**src/rtl/core/edm_isqrt.sv**
```systemverilog
`default_nettype none
// Bit-pair restoring square root, one result bit per cycle.
module edm_isqrt #(
  parameter int IN_W = 64,
  parameter int OUT_W = 32
) (
  input  wire logic             clk,
  input  wire logic             rst_n,
  input  wire logic             start,
  input  wire logic [IN_W-1:0]  radicand,
  output logic                  done,
  output logic      [OUT_W-1:0] root
);
  localparam int CNT_W = $clog2(OUT_W + 1);
  logic [IN_W-1:0]  x_r, x_nxt;
  logic [OUT_W+1:0] rem_r, rem_nxt;
  logic [OUT_W-1:0] q_r, q_nxt;
  logic [CNT_W-1:0] cnt_r, cnt_nxt;
  logic             busy_r, busy_nxt;
  logic [OUT_W+1:0] trial;
  logic [OUT_W+1:0] shifted;

  always_comb begin
    shifted = {rem_r[OUT_W-1:0], x_r[IN_W-1 -: 2]};
    trial   = {q_r, 2'b01};
    x_nxt = x_r; rem_nxt = rem_r; q_nxt = q_r; cnt_nxt = cnt_r; busy_nxt = busy_r;
    done = 1'b0;
    if (start) begin
      x_nxt = radicand; rem_nxt = '0; q_nxt = '0;
      cnt_nxt = CNT_W'(OUT_W); busy_nxt = 1'b1;
    end else if (busy_r) begin
      x_nxt = {x_r[IN_W-3:0], 2'b00};
      if (shifted >= trial) begin
        rem_nxt = shifted - trial;
        q_nxt = {q_r[OUT_W-2:0], 1'b1};
      end else begin
        rem_nxt = shifted;
        q_nxt = {q_r[OUT_W-2:0], 1'b0};
      end
      cnt_nxt = cnt_r - 1'b1;
      if (cnt_r == CNT_W'(1)) begin
        busy_nxt = 1'b0;
        done = 1'b1;
      end
    end
  end

  assign root = q_nxt;

  always_ff @(posedge clk) begin
    if (!rst_n) begin
      busy_r <= 1'b0;
      cnt_r  <= '0;
    end else begin
      busy_r <= busy_nxt;
      cnt_r  <= cnt_nxt;
    end
    x_r <= x_nxt; rem_r <= rem_nxt; q_r <= q_nxt;
  end
endmodule
`default_nettype wire

```
**config.mk**
```make
export PLATFORM = sky130hd
export DESIGN_NAME = edm_isqrt
export DESIGN_NICKNAME = d
export VERILOG_FILES = /design/src/rtl/core/edm_isqrt.sv
export SDC_FILE = /design/constraint.sdc
export NUM_CORES = 1
export LEC_CHECK = 0
export ABC_AREA = 1
export BUFFER_PORTS_ARGS = -buffer_cell sky130_fd_sc_hd__buf_2
export CAP_MARGIN = 20
export CORE_MARGIN = 2
export CORE_UTILIZATION = 44
export DETAILED_ROUTE_END_ITERATION = 16
export PLACE_DENSITY = 0.67
export SYNTH_ARGS = -nofsm -noshare
export SYNTH_HDL_FRONTEND = slang
export SYNTH_SLANG_ARGS = --single-unit
```
**constraint.sdc**
```tcl
create_clock -name clk -period 3.7 [get_ports clk]
set_input_delay 0.74 -clock clk [delete_from_list [all_inputs] [get_ports clk]]
set_output_delay 0.74 -clock clk [all_outputs]
set_load 0.005 [all_outputs]
```
==> metrics.csv <==
stage,metric,value,unit
pwr,Sw Pwr,0.004280,W
finish,nets@finish,1371,
route,WL per Instance,13.81,um
timing,RSZ-0062 raised after global routing,false,
die,Die Area,19550,um^2
synthesis,largest cells by area after synthesis,"nand2_1, edfxtp_1, dfxtp_1",
job,Max Cap Viol,0,
route,first drt pass iteration count,7,
synthesis,Mapped Avg Cell Area,6.897,um^2
die,Top-Level Pins,100,
pwr,sequential power share,0.215,
critical_path,kind of cell adding the most delay to the critical path,simple AND/OR/NAND/NOR gates,
finish,Synth-to-Final Area Change,15.66,%
cts,Worst-path clk slew,0.07,ns
timing,setup_tns,0,ns
place,Post-DP HPWL,14860,um
route,DR vias,7232,
pwr,power per cell area,927.0,nW/um^2
die,Initial Util,0.4504,
cts,CTS tree,yes,
critical_path,r2r setup slk,1.28,ns
grt,first-pass GRT wire length,34020,um
synthesis,"Net Count, Synth",1280,
place,Port-buffer cells,99,
critical_path,"most used cell, CP",nand2_1,
critical_path,reg2reg path depth,17,
die,Chip Height,139.8,um
critical_path,WP data required,2.96,ns
cts,post-CTS resize count,0,
place,pre-CTS WS,0.8661,ns
synthesis,post-synthesis mux area share,0,
finish,most frequent cells in the layout,"nand2_1, inv_1, buf_2, dfxtp_1, nand3_1",
finish,area occupied by multi-input gates,3921,um^2
timing,Max Slew Vio Count,0,
cts,CTS sink cnt,135,
synthesis,Synth async-reset ratio,0,
route,met3 WL,971,um
cts,Setup Buffers After CTS,0,
synthesis,Synth Area in Compound Gates,0.04686,
finish,layout cells sized above 1,0.1374,
synthesis,largest family of logic cells by synthesized area,simple AND/OR/NAND/NOR gates,
grt,largest net degree at the start of global routing,66,
pwr,Combinational Power Share,0.587,
synthesis,"EDFF count, synth",64,
outcome,run status,"finished, final reports clean",
critical_path,CP Max Fanout,5,
min_path,Min-Delay Path Depth,2,
finish,Fill cells,1854,
timing,max frequency,307.6,MHz
timing,Final Skew,0.01578,ns
timing,"Setup violations, final",0,
critical_path,FF-to-FF Start,q_r[19]$_DFF_P_,
pwr,VDD IR max,0.7177,mV
route,DR DRC count,0,
route,Iter 0 DRT Violations,422,
synthesis,sequential cell area fraction in the yosys report,0.4118,
pwr,Net Sw Frac,0.4918,
cts,clk buf depth,2,
route,metal2 WL,9708,um
timing,Worst Slack Setup Final,0.4489,ns
critical_path,CP Depth,15,
timing,Final Cycle Share,0.8787,
cts,Root Driver,clkbuf_16,
timing,Tightest Pin Transition,0.8009,ns
finish,"most common cell after layout, fill and taps aside",nand2_1,
min_path,min-delay src,rem_r[30]$_SDFFE_PP0P_,
finish,n_diodes,0,
synthesis,XOR/XNOR Fraction of Synth Area,0.01726,
critical_path,Critical-path top delay cell,ha_1,
die,core area,18020,um^2
place,Final GP Congestion,0.9242,
synthesis,Adder-Cell Fraction of Synth Area,0.05549,
cts,H-tree lvl count,4,
finish,Sequential cell area,3343,um^2
die,Die X,139.8,um
critical_path,worst path arrival time,2.51,ns
critical_path,buffers and inverters on the worst path,3,
synthesis,top cell type's share of synthesized area,0.2525,
cts,Worst-Skew Late Latency,0.43,ns
pwr,Internal,0.004423,W
min_path,Hold EP,rem_r[30]$_SDFFE_PP0P_,
pwr,Clock power frac,0.198,
synthesis,Synth warnings,0,
synthesis,Syn Inst Count,1177,
synthesis,Netlist Area Pre-Place,8118,um^2
cts,Post-CTS Hold Fix Bufs,0,
route,DRT antenna net count,0,
synthesis,post-synth cell types,35,
critical_path,worst setup path category,reg -> out,
critical_path,CP Capture Type,output pin,
route,DRT met1 WL,9917,um
timing,"Min Clock Period, post-route",3.251,ns
critical_path,startpoint type of the worst setup path,flop,
grt,global-route usage over all layers,0.2165,
timing,Slew HR,0.4661,
synthesis,Post-Synth Simple-Gate Area,0.3631,
synthesis,#FFs+latches synth,135,
timing,"Hold Violations, Final",0,
synthesis,Most used DFF post-synth,dfxtp_1,
grt,total grt overflow,0,
critical_path,R2R Path End,rem_r[28]$_SDFFE_PP0P_,
min_path,Hold Crit Class,reg -> reg,
finish,fin area,9389,um^2
cts,CTS Buf Count,17,
synthesis,Synth area leader,nand2_1,
finish,Util after Layout,0.5209,
critical_path,crit-path cells,inv_1 > ha_1 > nand2_1 > inv_2 > nand2_1 > nand2_1 > nand2_1 > nand2_1 > nand2_1 > nand2_1 > nor2_2 > nand2_2 > nand2_1 > o21ai_0 > buf_2,
grt,vias in the first global route,6902,
route,highest routed layer,met4,
route,DR vias/cell,4.789,
grt,initial antenna violation count,0,
place,DP Area,8797,um^2
route,final WL,20850,um
die,Core Rows,49,
pwr,leakage dissipation,5.019,nW
critical_path,CP max stage delay,0.34,ns
==> worst max-delay path by stage <==
stage	endpoint	slack, ns	start
after floorplan	root[22]	0.71	start
after global placement	root[24]	0.84	start
after detailed placement	root[0]	0.87	q_r[18]$_DFF_P_
after CTS	root[0]	0.41	q_r[18]$_DFF_P_
after global routing	root[0]	0.22	q_r[18]$_DFF_P_
final	root[0]	0.45	q_r[19]$_DFF_P_
==> per-stage QoR <==
step	cells	hold WS (ns)	total power, W
global route	1510	0.4874	0.009500
floorplan	1177	0.4323	0.005827
global placement	1477	0.4447	0.006947
finish	1510	0.4585	0.008704
detailed placement	1478	0.4504	0.006962
CTS	1510	0.4616	0.008728
==> synthesized netlist by cell type, types with 10 or more instances <==
cell type and instances:
nand2_1 546, nand3_2 11, edfxtp_1 64, o22ai_1 31
a21oi_1 18, nor2_1 46, nand3_1 69, xor2_1 12
clkbuf_1 21, inv_1 172, dfxtp_1 71, ha_1 36
nand2_2 10
==> per-layer routing <==
metal,vias up,track usage
met5,-,0
met4,0,0.05526
met3,17,0.04990
met2,178,0.3612
met1,3192,0.2846
li1,3845,-
==> power by group through the flow <==
stage	combinational [W]	clock [W]	sequential, W
4_1_cts	0.00509	0.00177	0.00187
2_1_floorplan	0.00395	0	0.00187
5_1_grt	0.00578	0.00183	0.00189
3_3_place_gp	0.00505	0	0.00189
3_5_place_dp	0.00507	0	0.00190
6_report	0.00511	0.00173	0.00187
==> worst min-delay path, cell delays in order (launching register included) <==
cell and delay (ns):
dfxtp_1 0.31, nand2_1 0.06, nand2_1 0.04
==> cell families (layout without fill, tap and decap cells) <==
group,count (synthesis),in the layout
adders and majority gates,36,36
buffers and inverters,212,316
DFF,135,135
AOI/OAI and AO/OA,65,65
and+or+nand+nor,713,713
xor gates and xnor gates,16,16
==> final cells by class <==
cell class,count,share of cell area
clock buffer,18,0.04571
clock inverter,14,0.01732
inverter,176,0.07063
multi-input combinational,830,0.4176
sequential,135,0.3561
tap,229,0.03052
timing repair buffer,108,0.06210
==> state kept, by name, indices dropped and copies added, names as in the netlist <==
signal,cells
q_r,32
x_r,64
busy_r,1
rem_r,32
cnt_r,6
(Power assumes the default switching activity.)
